<file path="src/sv/cscnt_pkg.sv">
// Shared types, constants and the month length table of the calendar counter.
package cscnt_pkg;

  localparam int unsigned SecW   = 6;
  localparam int unsigned MinW   = 6;
  localparam int unsigned HourW  = 5;
  localparam int unsigned DayW   = 5;
  localparam int unsigned MonthW = 4;
  localparam int unsigned YearW  = 7;

  localparam logic [SecW-1:0]   SecPerMin  = SecW'(60);
  localparam logic [MinW-1:0]   MinPerHour = MinW'(60);
  localparam logic [HourW-1:0]  HourPerDay = HourW'(24);
  localparam logic [MonthW-1:0] MonthLast  = MonthW'(12);
  localparam logic [YearW-1:0]  YearLast   = YearW'(99);

  localparam logic FUNC_TICK = 1'b0;
  localparam logic FUNC_LOAD = 1'b1;

  typedef struct packed {
    logic              func;
    logic [SecW-1:0]   load_second;
    logic [MinW-1:0]   load_minute;
    logic [HourW-1:0]  load_hour;
    logic [DayW-1:0]   load_day;
    logic [MonthW-1:0] load_month;
    logic [YearW-1:0]  load_year;
  } req_t;

  typedef struct packed {
    logic [SecW-1:0]   second;
    logic [MinW-1:0]   minute;
    logic [HourW-1:0]  hour;
    logic [DayW-1:0]   day;
    logic [MonthW-1:0] month;
    logic [YearW-1:0]  year;
  } clk_state_t;

  localparam clk_state_t StateReset = '{
    second: '0, minute: '0, hour: '0,
    day: DayW'(1), month: MonthW'(1), year: '0
  };

  // days in the month; leap February every fourth year, unknown months 31
  function automatic logic [DayW-1:0] month_len(logic [MonthW-1:0] month,
                                                logic [YearW-1:0] year);
    logic [DayW-1:0] len;
    len = DayW'(31);
    unique case (month) inside
      MonthW'(4), MonthW'(6), MonthW'(9), MonthW'(11): len = DayW'(30);
      MonthW'(2): len = (year[1:0] == 2'b00) ? DayW'(29) : DayW'(28);
      default: len = DayW'(31);
    endcase
    return len;
  endfunction

endpackage

</file>
<file path="src/sv/cscnt_if.sv">
// Request and result channel interfaces of the calendar counter.
interface cscnt_req_if;
  import cscnt_pkg::*;
  logic              valid;
  logic              ready;
  logic              func;
  logic [SecW-1:0]   load_second;
  logic [MinW-1:0]   load_minute;
  logic [HourW-1:0]  load_hour;
  logic [DayW-1:0]   load_day;
  logic [MonthW-1:0] load_month;
  logic [YearW-1:0]  load_year;

  modport source (
    output valid, func, load_second, load_minute, load_hour, load_day,
    load_month, load_year,
    input  ready
  );
  modport sink (
    input  valid, func, load_second, load_minute, load_hour, load_day,
    load_month, load_year,
    output ready
  );
endinterface

interface cscnt_rsp_if;
  import cscnt_pkg::*;
  logic              valid;
  logic              ready;
  logic [SecW-1:0]   second_now;
  logic [MinW-1:0]   minute_now;
  logic [HourW-1:0]  hour_now;
  logic [DayW-1:0]   day_now;
  logic [MonthW-1:0] month_now;
  logic [YearW-1:0]  year_now;

  modport source (
    output valid, second_now, minute_now, hour_now, day_now, month_now,
    year_now,
    input  ready
  );
  modport sink (
    input  valid, second_now, minute_now, hour_now, day_now, month_now,
    year_now,
    output ready
  );
endinterface

</file>
<file path="src/sv/cscnt_step.sv">
// Next clock state: load, or one-second advance with carry through the calendar.
module cscnt_step (
  input  cscnt_pkg::clk_state_t cur_i,
  input  cscnt_pkg::req_t       req_i,
  output cscnt_pkg::clk_state_t nxt_o
);
  import cscnt_pkg::*;

  logic [SecW:0]   sec_inc;
  logic [MinW:0]   min_inc;
  logic [HourW:0]  hour_inc;
  logic [DayW:0]   day_inc;
  logic [MonthW:0] month_inc;
  logic [YearW:0]  year_inc;
  logic [DayW-1:0] day_lim;
  logic            sec_c, min_c, hour_c, day_c, month_c;
  clk_state_t      tick;

  assign sec_inc   = {1'b0, cur_i.second} + (SecW+1)'(1);
  assign min_inc   = {1'b0, cur_i.minute} + (MinW+1)'(1);
  assign hour_inc  = {1'b0, cur_i.hour} + (HourW+1)'(1);
  assign day_inc   = {1'b0, cur_i.day} + (DayW+1)'(1);
  assign month_inc = {1'b0, cur_i.month} + (MonthW+1)'(1);
  assign year_inc  = {1'b0, cur_i.year} + (YearW+1)'(1);
  assign day_lim   = month_len(cur_i.month, cur_i.year);

  assign sec_c   = sec_inc >= {1'b0, SecPerMin};
  assign min_c   = sec_c && (min_inc >= {1'b0, MinPerHour});
  assign hour_c  = min_c && (hour_inc >= {1'b0, HourPerDay});
  assign day_c   = hour_c && (day_inc > {1'b0, day_lim});
  assign month_c = day_c && (month_inc > {1'b0, MonthLast});

  always_comb begin
    tick = cur_i;
    tick.second = sec_c ? '0 : sec_inc[SecW-1:0];
    if (sec_c) begin
      tick.minute = min_c ? '0 : min_inc[MinW-1:0];
    end
    if (min_c) begin
      tick.hour = hour_c ? '0 : hour_inc[HourW-1:0];
    end
    if (hour_c) begin
      tick.day = day_c ? DayW'(1) : day_inc[DayW-1:0];
    end
    if (day_c) begin
      tick.month = month_c ? MonthW'(1) : month_inc[MonthW-1:0];
    end
    if (month_c) begin
      tick.year = (year_inc > {1'b0, YearLast}) ? '0 : year_inc[YearW-1:0];
    end
  end

  always_comb begin
    if (req_i.func == FUNC_LOAD) begin
      nxt_o = '{
        second: req_i.load_second, minute: req_i.load_minute,
        hour: req_i.load_hour, day: req_i.load_day,
        month: req_i.load_month, year: req_i.load_year
      };
    end else begin
      nxt_o = tick;
    end
  end

endmodule

</file>
<file path="src/sv/calendar_second_counter.sv">
// Calendar clock top level: request register, step logic, state and result register.
// Requests wait in the request register; results are offered from the state register.
// Throughput: one request per cycle while results are taken; step carry chain sets the path.
// Results wait in the state register; requests keep flowing while it is taken.
// Reset (async, active low) sets 00:00:00, day 1, month 1, year 0 and empties both stages.
module calendar_second_counter (
  input  logic               clk_i,
  input  logic               rst_ni,
  cscnt_req_if.sink          req_i,
  cscnt_rsp_if.source        rsp_o
);
  import cscnt_pkg::*;

  logic       in_valid_q;
  req_t       in_req_q;
  clk_state_t state_q, state_d;
  logic       out_valid_q;
  logic       adv;
  req_t       req_in;

  assign adv         = in_valid_q && (!out_valid_q || rsp_o.ready);
  assign req_i.ready = !in_valid_q || adv;

  assign req_in = '{
    func: req_i.func, load_second: req_i.load_second,
    load_minute: req_i.load_minute, load_hour: req_i.load_hour,
    load_day: req_i.load_day, load_month: req_i.load_month,
    load_year: req_i.load_year
  };

  always_ff @(posedge clk_i or negedge rst_ni) begin
    if (!rst_ni) begin
      in_valid_q <= 1'b0;
    end else if (req_i.ready) begin
      in_valid_q <= req_i.valid;
    end
  end

  always_ff @(posedge clk_i) begin
    if (req_i.valid && req_i.ready) begin
      in_req_q <= req_in;
    end
  end

  cscnt_step u_step (
    .cur_i (state_q),
    .req_i (in_req_q),
    .nxt_o (state_d)
  );

  always_ff @(posedge clk_i or negedge rst_ni) begin
    if (!rst_ni) begin
      state_q     <= StateReset;
      out_valid_q <= 1'b0;
    end else if (adv) begin
      state_q     <= state_d;
      out_valid_q <= 1'b1;
    end else if (rsp_o.ready) begin
      out_valid_q <= 1'b0;
    end
  end

  assign rsp_o.valid      = out_valid_q;
  assign rsp_o.second_now = state_q.second;
  assign rsp_o.minute_now = state_q.minute;
  assign rsp_o.hour_now   = state_q.hour;
  assign rsp_o.day_now    = state_q.day;
  assign rsp_o.month_now  = state_q.month;
  assign rsp_o.year_now   = state_q.year;

  // held request stays put until it moves on
  a_in_hold: assert property (@(posedge clk_i) disable iff (!rst_ni)
    in_valid_q && !adv |=> in_valid_q && $stable(in_req_q))
    else $error("request register lost its contents");

  // a tick leaves seconds in range
  a_sec_range: assert property (@(posedge clk_i) disable iff (!rst_ni)
    adv && (in_req_q.func == FUNC_TICK) |=> state_q.second < SecPerMin)
    else $error("seconds out of range after tick");

  // plain second increment leaves the minute and day unchanged
  a_sec_inc: assert property (@(posedge clk_i) disable iff (!rst_ni)
    adv && (in_req_q.func == FUNC_TICK) && (state_q.second < SecW'(59))
    |=> (state_q.second == $past(state_q.second) + SecW'(1))
        && (state_q.minute == $past(state_q.minute))
        && (state_q.day == $past(state_q.day)))
    else $error("bad second increment");

  // a pending result is not overwritten
  a_rsp_hold: assert property (@(posedge clk_i) disable iff (!rst_ni)
    out_valid_q && !rsp_o.ready |=> out_valid_q && $stable(state_q))
    else $error("result changed while stalled");

endmodule
</file>
<file path="src/flat_wrapper.sv">
// flat-port wrapper written by rule: the top's interface ports become plain ports
module calendar_second_counter_flat import cscnt_pkg::*;
  (clk_i, rst_ni, req_i_valid, req_i_func, req_i_load_second, req_i_load_minute, req_i_load_hour, req_i_load_day, req_i_load_month, req_i_load_year, req_i_ready, rsp_o_valid, rsp_o_second_now, rsp_o_minute_now, rsp_o_hour_now, rsp_o_day_now, rsp_o_month_now, rsp_o_year_now, rsp_o_ready);
  cscnt_req_if req_i_i ();
  cscnt_rsp_if rsp_o_i ();
  input  logic clk_i;
  input  logic rst_ni;
  input wire logic [$bits(req_i_i.valid)-1:0] req_i_valid;
  input wire logic [$bits(req_i_i.func)-1:0] req_i_func;
  input wire logic [$bits(req_i_i.load_second)-1:0] req_i_load_second;
  input wire logic [$bits(req_i_i.load_minute)-1:0] req_i_load_minute;
  input wire logic [$bits(req_i_i.load_hour)-1:0] req_i_load_hour;
  input wire logic [$bits(req_i_i.load_day)-1:0] req_i_load_day;
  input wire logic [$bits(req_i_i.load_month)-1:0] req_i_load_month;
  input wire logic [$bits(req_i_i.load_year)-1:0] req_i_load_year;
  output wire logic [$bits(req_i_i.ready)-1:0] req_i_ready;
  output wire logic [$bits(rsp_o_i.valid)-1:0] rsp_o_valid;
  output wire logic [$bits(rsp_o_i.second_now)-1:0] rsp_o_second_now;
  output wire logic [$bits(rsp_o_i.minute_now)-1:0] rsp_o_minute_now;
  output wire logic [$bits(rsp_o_i.hour_now)-1:0] rsp_o_hour_now;
  output wire logic [$bits(rsp_o_i.day_now)-1:0] rsp_o_day_now;
  output wire logic [$bits(rsp_o_i.month_now)-1:0] rsp_o_month_now;
  output wire logic [$bits(rsp_o_i.year_now)-1:0] rsp_o_year_now;
  input wire logic [$bits(rsp_o_i.ready)-1:0] rsp_o_ready;
  assign req_i_i.valid = req_i_valid;
  assign req_i_i.func = req_i_func;
  assign req_i_i.load_second = req_i_load_second;
  assign req_i_i.load_minute = req_i_load_minute;
  assign req_i_i.load_hour = req_i_load_hour;
  assign req_i_i.load_day = req_i_load_day;
  assign req_i_i.load_month = req_i_load_month;
  assign req_i_i.load_year = req_i_load_year;
  assign req_i_ready = req_i_i.ready;
  assign rsp_o_valid = rsp_o_i.valid;
  assign rsp_o_second_now = rsp_o_i.second_now;
  assign rsp_o_minute_now = rsp_o_i.minute_now;
  assign rsp_o_hour_now = rsp_o_i.hour_now;
  assign rsp_o_day_now = rsp_o_i.day_now;
  assign rsp_o_month_now = rsp_o_i.month_now;
  assign rsp_o_year_now = rsp_o_i.year_now;
  assign rsp_o_i.ready = rsp_o_ready;
  calendar_second_counter u_core (.clk_i(clk_i), .rst_ni(rst_ni), .req_i(req_i_i), .rsp_o(rsp_o_i));
endmodule
</file>
<file path="config.mk">
export PLATFORM = sky130hd
export DESIGN_NAME = calendar_second_counter_flat
export DESIGN_NICKNAME = d
export VERILOG_FILES = /design/src/sv/cscnt_pkg.sv /design/src/sv/cscnt_if.sv /design/src/sv/cscnt_step.sv /design/src/sv/calendar_second_counter.sv /design/src/flat_wrapper.sv
export SDC_FILE = /design/constraint.sdc
export NUM_CORES = 1
export LEC_CHECK = 0
export CORE_ASPECT_RATIO = 0.6
export CORE_UTILIZATION = 45
export CTS_CLUSTER_DIAMETER = 100
export DETAILED_ROUTE_END_ITERATION = 8
export DONT_BUFFER_PORTS = 1
export PLACE_DENSITY = 0.63
export SYNTH_ARGS = -nofsm -noshare
export SYNTH_HDL_FRONTEND = slang
export SYNTH_HIERARCHICAL = 1
export SYNTH_SLANG_ARGS = --single-unit
</file>
<file path="constraint.sdc">
create_clock -name clk_i -period 6.1 [get_ports clk_i]
set_input_delay 1.22 -clock clk_i [delete_from_list [all_inputs] [get_ports clk_i]]
set_output_delay 1.22 -clock clk_i [all_outputs]
set_load 0.005 [all_outputs]
</file>
After elaboration in Yosys (flattened, before gate mapping)
Index checks and enable logic that the tools add are counted.
{"block": "word_totals", "reg_bits": 69, "input_bits": 38, "wordCells": 71}
{"block": "classes", "n_addsub": 6, "n_lt_le_gt_ge": 6, "n_eq_ne": 5, "muxes": 16, "reduce_logical": 23}
{"op": "33-bit two-way mux", "count": 1}
{"op": "5-bit two-way mux", "count": 4}
{"op": "6-bit two-way mux", "count": 3}
{"op": "6-bit by 1-bit adder with 7-bit output (second input constant)", "count": 2}
{"op": "7-bit by 6-bit >= comparator with 1-bit output (second input constant)", "count": 2}
{"op": "7-bit two-way mux", "count": 2}
{"op": "5-bit by 1-bit adder with 6-bit output (second input constant)", "count": 2}
{"op": "2-bit nonzero test", "count": 6}
{"op": "2-bit AND reduction", "count": 5}
{"op": "7-bit by 1-bit adder with 8-bit output (second input constant)", "count": 1}
{"op": "4-bit by 3-bit equality test with 1-bit output (second input constant)", "count": 2}
{"op": "4-bit equality test (second input constant)", "count": 2}
{"op": "8-bit by 7-bit greater-than comparator with 1-bit output (second input constant)", "count": 1}
{"op": "4-bit two-way mux", "count": 2}
{"op": "6-bit by 5-bit >= comparator with 1-bit output (second input constant)", "count": 1}
{"op": "6-bit by 5-bit greater-than comparator with 1-bit output", "count": 1}
{"op": "1-bit logical AND", "count": 6}
{"op": "4-bit by 1-bit adder with 5-bit output (second input constant)", "count": 1}
{"op": "5-bit by 4-bit greater-than comparator with 1-bit output (second input constant)", "count": 1}
{"op": "4-bit by 2-bit equality test with 1-bit output (second input constant)", "count": 1}
{"op": "2-bit one-hot mux with 2 select lines", "count": 1}
{"op": "4-bit OR reduction", "count": 1}
{"op": "1-bit two-way mux", "count": 3}
{"op": "1-bit logical NOT", "count": 2}
{"op": "other kinds (2)", "count": 3}

Logic depth before layout (Yosys ltp)
Gate-level depths: netlist of run 1.
{"block": "depth", "ltp_word": 9, "mapped_depth": 14}

Cells and area by module
Netlist of run 1, hierarchy kept.
{"mod": "calendar_second_counter", "n_inst": 1, "cells_per_inst": 111, "area_each_um2": 2496.1, "seq_area_each_um2": 1899.3}
{"mod": "cscnt_step", "n_inst": 1, "cells_per_inst": 263, "area_each_um2": 1561.5, "seq_area_each_um2": 0.0}

Least setup slack after synthesis of run 1
OpenSTA, ideal clock, no wires.
{"block": "synth_timing", "path_kind": "flip-flop to flip-flop", "start": "reg u_core.state_q, in the netlist u_core/rsp_o.month_now[0]", "end": "reg u_core.state_q, in the netlist u_core/rsp_o.year_now[3]", "setup_time_ps": 64, "arrival_ps": 2869, "required_time_ps": 6036, "path_slack_ps": 3167, "stages_incl_launch_ff": 14, "period_less_slack_ps": 2933, "cell_sequence": "dfstp_2 > inv_1 > ha_1 > a221o_1 > nand2_1 > ha_1 > nand2_1 > o211ai_1 > nor2_1 > a211o_1 > nand2_4 > or4_1 > o211ai_1 > mux2_4"}
{"block": "synth_via", "elab_chain_cells": 8}
{"item": "start: declaration", "line_no": "calendar_second_counter.sv:16", "source": "clk_state_t state_q, state_d;"}
{"item": "start signal: assignment", "line_no": "calendar_second_counter.sv:53", "source": "state_q <= StateReset;"}
{"item": "start signal: assignment", "line_no": "calendar_second_counter.sv:56", "source": "state_q <= state_d;"}
{"item": "4-bit by 3-bit equality test with 1-bit output or 4-bit equality test (tied branches)", "line_no": "cscnt_step.sv:25", "source": "assign day_lim = month_len(cur_i.month, cur_i.year);"}
{"item": "4-bit OR reduction", "line_no": "cscnt_pkg.sv:49", "source": "unique case (month) inside"}
{"item": "2-bit one-hot mux with 2 select lines", "line_no": "cscnt_pkg.sv:49"}
{"item": "6-bit by 5-bit greater-than comparator with 1-bit output", "line_no": "cscnt_step.sv:30", "source": "assign day_c = hour_c && (day_inc > {1'b0, day_lim});"}
{"item": "1-bit logical AND", "line_no": "cscnt_step.sv:30"}
{"item": "1-bit logical AND (*)", "line_no": "cscnt_step.sv:31", "source": "assign month_c = day_c && (month_inc > {1'b0, MonthLast});"}
{"item": "2-bit nonzero test (no line) (*)"}
{"item": "2-bit AND reduction (no line) (*)"}
Mark *: on every way between the ends. The rest lies on a longest branch, timed or not.
A chain may end at the register's enable or synchronous reset.

Final worst setup path of run 1
{"block": "layout_timing", "start": "reg u_core.state_q, in the netlist u_core/rsp_o.month_now[0]", "end": "reg u_core.state_q, in the netlist u_core/rsp_o.year_now[2]"}
The elaborated chain is that of the path after synthesis.

==> results.md, run 1 <==
- Final Cycle Share: 0.5341
- Status: completed
- Final Cell Area: 0.004393 sq mm
- Drt first pass iters: 4
- Setup Fix Bufs, Post-CTS: 0
- Yosys warns: 6
- Fmax: 306.9 MHz
- Combinational power share: 0.275
- Gpl congestion: approximately 0.85
- Layout Cells excl Fill: 487
- Mapped Cells: between 300 and 400
- Routed Antenna Nets: 0
- Seq/Total Area, Yosys: 0.4681
- Top cells by count, synth: nand2_1 (51), edfxtp_1 (34), dfrtp_1 (33), mux2_4 (30), a21oi_1 (22)
- Final setup viols: 0
- Max-slew violation count: 0
- Post-DP HPWL: between 5 and 6 mm
- Synth Area in Compound Gates: 0.1462
- Top_reg_cell synth: edfxtp_1
- Hold buffer count at CTS: 0
- CTS tree: built
- Placed cell area: 0.004083 sq mm
- Count leader, synth: nand2_1
- Fraction of registers with async set/reset: 0.5072
- Worst setup SP type: register
- Die Wd: 124.6 microns
- Max-cap violations: 0
- Tmin final: around 3.3 ns
- # fillers: between 700 and 800
- Deepest clock path buffer count: 2
- Total congestion overflow: 0
- VDD IR-drop max: 0.2209 mV
- Port Buf Inserts: 0
- Distinct cells, synth: 59
- Vias in the first global route: roughly 2,800
- Post-Synth Adder-Cell Area: 0.04317
- Simple-Gate Fraction of Synth Area: 0.1708
- Die Span Y: 75.56 microns
- Depth of the worst register-to-register path: 13
- Vias/cell: between 5 and 6
- CP Max Fanout: 7
- Synthesized area per cell: 10.85 sq um
- Post-synth EDFFs: 34
- Number of synthesized register bits: 69
- Skew final: 0.006326 ns
- Final Hold Viols: 0
- Syn Std Cell Area: around 0.0041 sq mm
- Largest net degree at the start of global routing: 54
- Worst-path clk slew: 0.06 ns
- Net Sw Frac: 0.3441
- WHS: 0.5501 ns
- Setup TNS: 0 ns
- Syn_nets: 426
- Dpl ws: 2.887 ns
- Critical Path RT: 6.37 ns
- Core ar.: 0.008621 sq mm
- Initial Utilization: 0.4707
- Placed cells: 470
- Worst min path class: reg2reg
- Int Power: 1.193 mW
- # nets final: about 420
- Clock power frac: 0.298
- Die ar.: 0.009413 sq mm
- Sw power: 625.8 uW
- Worst Hold Depth: 1
- Setup CP Type: reg2reg
- Top cell type by total area after synthesis: edfxtp_1
- Dominant cells by area after synthesis: edfxtp_1 (25%), dfrtp_1 (20%), mux2_4 (11%), nand2_1 (4.7%), ha_1 (4.3%)
- Sink count of the clock tree: ~70
- Crit path DAT: 3.53 ns
- Worst-Margin Slew: 0.8859 ns
- GRT Resource Usage Total: 0.2019
- RSZ-0062 raised after global routing: no
- Largest family of logic cells by synthesized area: simple AND/OR/NAND/NOR gates
- Routed vias: 2,844
- Final WL: about 9 mm
- Initial antenna violation count: 0
- Syn-to-layout area delta: 8.264%
- Worst rel slew slack: 0.4019
- Part of the power in registers: 0.428
- Synth top area share: 0.2516
- Synth Area in XOR/XNOR: 0.01079
- Clk Latency, worst-skew pair: 0.33 ns
- Share of post-route cells with drive strength above 1: 0.1551
- First DRT Iteration DRCs: 177
- Final WS setup: 2.842 ns
- Setup crit end kind: register
- Post-synthesis mux area share: 0.1193
- Leak Pwr: 1.772 nW
- # resized after CTS: 0
- Average wire per standard cell: 18.53 microns
- Row cnt: 26
- Htree depth: 3
- IO Count: 73
- Pwr dens: 414.0 mW/mm^2
- Root Driver: clkbuf_16
- Global-route wire length before repair: 14.42 mm
- DR DRC count: 0
- Cts bufs inserted: 9
final timing paths:
| path | end | start | slack (ns) |
|---|---|---|---|
| worst min-delay path | u_core/rsp_o.valid | u_core/in_valid_q | 0.55 |
| max in group asynchronous | u_core/rsp_o.day_now[0] | rst_ni | 5.34 |
| worst min register to register | u_core/rsp_o.valid | u_core/in_valid_q | 0.55 |
| min in group asynchronous | u_core/rsp_o.hour_now[0] | rst_ni | 0.58 |
| worst max-delay path | u_core/rsp_o.year_now[2] | u_core/rsp_o.month_now[0] | 2.84 |
| worst max register to register | u_core/rsp_o.year_now[2] | u_core/rsp_o.month_now[0] | 2.84 |
sequential cells by signal, summed over array words and instances (netlist names):
register and flops:
u_core/rsp_o.hour_now 5, u_core/rsp_o.month_now 4, u_core/in_valid_q 1, u_core/rsp_o.second_now 6
u_core/rsp_o.day_now 5, u_core/in_req_q 34, u_core/rsp_o.year_now 7, u_core/rsp_o.minute_now 6
u_core/rsp_o.valid 1
power groups by stage:
stage | Sequential, mW | Clock [mW] | Combinational [mW]
3_5_place_dp | 0.784 | 0 | 0.493
3_3_place_gp | 0.780 | 0 | 0.472
6_report | 0.778 | 0.541 | 0.500
2_1_floorplan | 0.715 | 0 | 0.439
5_1_grt | 0.803 | 0.570 | 0.558
4_1_cts | 0.778 | 0.555 | 0.496
placed cells by master, fill, tap and decap left out, types with 7 or more instances in the layout:
cell	count
nor2_1	20
inv_1	12
clkbuf_16	9
a21oi_1	22
nand2b_1	9
nand3_1	14
mux2_4	30
nor3_1	7
edfxtp_1	34
o21ai_0	21
dfrtp_1	33
nand2_1	51
ha_1	14
o211ai_1	8
cells by family (layout without fill, tap and decap cells):
family	after synthesis	after routing
multiplexers	33	33
AND/OR/NAND/NOR	135	135
adder cells (fa/ha/maj)	14	14
flip-flops	69	69
buffers and inverters	29	29
other	0	1
AO/OA/AOI/OAI	89	89
XOR/XNOR	5	5
routing by layer:
metal	GRT usage	wire, microns	up-vias
li1	-	-	1377
met1	0.2790	4664	1369
met2	0.3008	3658	89
met3	0.06390	599	9
met4	0.07229	100	0
met5	0	0	-
cell type report:
type                            instances  area [sq um]  share of cell area
Multi-Input combinational cell        276          1991              0.4531
Sequential cell                        69          1899              0.4324
Clock buffer                           10         229.0             0.05212
Tap cell                              112         140.1             0.03190
Clock inverter                          6         78.83             0.01794
Inverter                               12         45.04             0.01025
Timing Repair Buffer                    1         7.507            0.001709
Antenna cell                            1         2.502           0.0005696
per-stage QoR:
step / util / power [mW]
2_1_floorplan: - / 1.154
3_3_place_gp: 0.4736 / 1.252
3_5_place_dp: 0.4736 / 1.277
4_1_cts: 0.5093 / 1.828
5_1_grt: 0.5093 / 1.931
6_report: 0.5096 / 1.819
critical path: stages (launching register included):
cell      delay [ns]
dfstp_2         0.61
inv_1           0.10
ha_1            0.20
a221o_1         0.33
nand2_1         0.06
ha_1            0.22
nand2_1         0.07
o211ai_1        0.14
nor2_1          0.23
a211o_1         0.26
nand2_4         0.10
or3_4           0.43
o311ai_1        0.26
mux2_4          0.20
(Power assumes the default switching activity.)
==> run 2, diff against run 1 <==
Clock period 6.1 ns to 3.4 ns, I/O delays scaled along.
==> run 2 against run 1 <==
First-iteration DRC count grew 19%; sequential share of layout area shrank 1.1 points; register-to-register slack lost 2.7 ns; non-clock buffer count grew 7; clock skew is essentially flat; die area is the same; worst hold slack lost 0.51 ns; core utilization grew 1.4 points; critical path depth is the same; power grew 90%; cell count grew 1.2%; highest routed layer unchanged.
==> results.md, run 2 (synthesis results as in run 1) <==
- Worst min path class: in2async
- Utilization after layout: 0.5234 (+0.01379)
- Max-slew violation count: 0 (unchanged)
- GRT Resource Usage Total: 0.2004 (-0.001536)
- Reg2reg end: u_core/rsp_o.year_now[2]
- Post-DP HPWL: 5.954 mm (-0.30%)
- VDD IR-drop max: 0.3868 mV (+75%)
- Worst-Margin Slew: 0.9268 ns (+0.04091 ns)
- Root Driver: clkbuf_16
- Core ar.: 0.008621 sq mm (unchanged)
- Commonest non-fill, non-tap cell in the layout: nand2_1
- Commonest non-fill, non-tap cells in the layout: nand2_1 (51), edfxtp_1 (34), dfrtp_1 (33)
- Worst-path clk slew: 0.06 ns (about the same)
- Depth of the worst register-to-register path: 13 (unchanged)
- Largest net degree at the start of global routing: 36 (-33%)
- Setup crit end: u_core/rsp_o.year_now[2]
- Drt first pass iters: 5 (+1)
- Vias in the first global route: 2,612 (-5.3%)
- Hold buffer count at CTS: 0 (unchanged)
- Final WL: 9.000 mm (-0.25%)
- Status: completed
- Row cnt: 26 (unchanged)
- Initial antenna violation count: 0 (unchanged)
- Die Wd: 124.6 microns (unchanged)
- Critical Path Max Stage Delay: 0.61 ns (about the same)
- Vias/cell: 5.876 (+0.62%)
- Worst path cell trace: inv_1, ha_1, a221o_1, nand2_1, ha_1, nand2_1, o211ai_1, nor2_1, a211o_1, nand2_4, or3_4, o311ai_1, mux2_4
- Average wire per standard cell: 18.26 microns (-1.5%)
- Critical Path RT: 3.67 ns (-2.70 ns)
- Grt peak-use layer: met1
- Setup crit end kind: register
- Routed Antenna Nets: 0 (unchanged)
- Critical-path top delay cell: dfstp_2
- Syn-to-layout area delta: 11.19%
- Htree depth: 3 (unchanged)
- Max FFs per register: 34 (unchanged)
- Worst rel slew slack: 0.3822 (-0.01977)
- Total congestion overflow: 0 (unchanged)
- Gpl congestion: 0.8856 (+4.8%)
- R2R setup slack: 0.13 ns (-2.71 ns)
- First DRT Iteration DRCs: 210 (+19%)
- Setup CP Type: reg2reg
- Share of post-route cells with drive strength above 1: 0.1811 (+0.02602)
- Final Hold Viols: 0 (unchanged)
- # fillers: 725 (-4.4%)
- # nets final: 428 (+1.7%)
- Crit path DAT: 3.54 ns (about the same)
- Final setup viols: 0 (unchanged)
- Die ar.: 0.009413 sq mm (unchanged)
- Port Buf Inserts: 0 (unchanged)
- Global-route wire length before repair: 14.26 mm (-1.1%)
- Die Span Y: 75.56 microns (unchanged)
- Deepest clock path buffer count: 2 (unchanged)
- IO Count: 73 (unchanged)
- DR DRC count: 0 (unchanged)
- Fmax: 305.9 MHz (-0.33%)
- Most flops, register: u_core/in_req_q
- RSZ-0062 raised after global routing: yes
- Worst r2r src: u_core/rsp_o.month_now[0]
- Sink count of the clock tree: 69 (unchanged)
- Met1 global-route usage: 0.2911 (+0.01207)
- Final Cycle Share: 0.9615 (+0.4274)
- Setup TNS: 0 ns (unchanged)
- Tmin final: 3.269 ns (+0.01096 ns)
- GR Util met2: 0.2762 (-0.02455)
- Skew final: 0.006255 ns (-0.00007175 ns)
- Crit path from: u_core/rsp_o.month_now[0]
- CP Max Fanout: 7 (unchanged)
- Initial Utilization: 0.4707 (unchanged)
- Pwr dens: 766.8 mW/mm^2 (+85%)
- Routed vias: 2,897 (+1.9%)
- Leak Pwr: 1.832 nW (+3.3%)
- Max-cap violations: 0 (unchanged)
- Clk Latency, worst-skew pair: 0.33 ns (about the same)
- Ant. Diodes: 0 (-1)
- Worst setup SP type: register
- CTS tree: built
- Cts bufs inserted: 9 (unchanged)
- M3 GR Usage: 0.07093 (+0.007022)
-- run 2: worst min-delay path by stage --
stage	from	end	cells after the start
global placement	rst_ni	u_core/rsp_o.hour_now[1]	0
detailed placement	rst_ni	u_core/rsp_o.hour_now[1]	0
global route	rst_ni	u_core/rsp_o.day_now[2]	0
finish	rst_ni	u_core/rsp_o.hour_now[1]	0
CTS	rst_ni	u_core/rsp_o.minute_now[0]	0
floorplan	rst_ni	u_core/in_valid_q	0
-- run 2: metal layers --
metal  wire [microns]  up-vias
met5                0        -
met4               80        0
met3              705       14
met2             3541       99
met1             4672     1393
li1                 -     1391
-- run 2: report_power, final --
part | switching [mW] | leakage [nW] | internal, mW | total, mW
Combinational | 0.456 | 0.922 | 0.485 | 0.941
Sequential | 0.337 | 0.734 | 1.05 | 1.39
Clock | 0.346 | 0.175 | 0.787 | 1.13
Total | 1.14 | 1.83 | 2.32 | 3.46
-- run 2: per-stage QoR --
stage / cells / instance area (sq um) / total power, mW / setup WS, ns / hold WS, ns
floorplan: 374 / 4058 / 2.070 / 0.4669 / 0.3844
global placement: 476 / 4128 / 2.277 / 0.3153 / 0.3854
detailed placement: 476 / 4128 / 2.317 / 0.2075 / 0.3853
CTS: 492 / 4491 / 3.463 / 0.1824 / 0.02603
global route: 493 / 4512 / 3.668 / -0.03053 / 0.01760
finish: 493 / 4512 / 3.460 / 0.1309 / 0.04226
-- run 2: timing repair --
item | CTS | global route
setup endpoints to repair | 0 | 4
gates resized for setup | 0 | 2
setup buffers | 0 | 1
-- run 2: final cells by class --
type	instances	area, sq um	area share
Clock buffer	9	225.2	0.04992
Clock inverter	7	137.6	0.03050
Inverter	12	45.04	0.009983
Multi-Input combinational cell	276	2004	0.4443
Sequential cell	69	1899	0.4210
Tap cell	112	140.1	0.03106
Timing Repair Buffer	8	60.06	0.01331
-- run 2: critical path, delay by kind of cell (launching register included) --
kind	cells	cell delay [ns]
compound gates	4	1.01
fa+ha+maj	2	0.42
buf+inv	1	0.10
flops	1	0.61
mux	1	0.19
simple gates	5	0.88
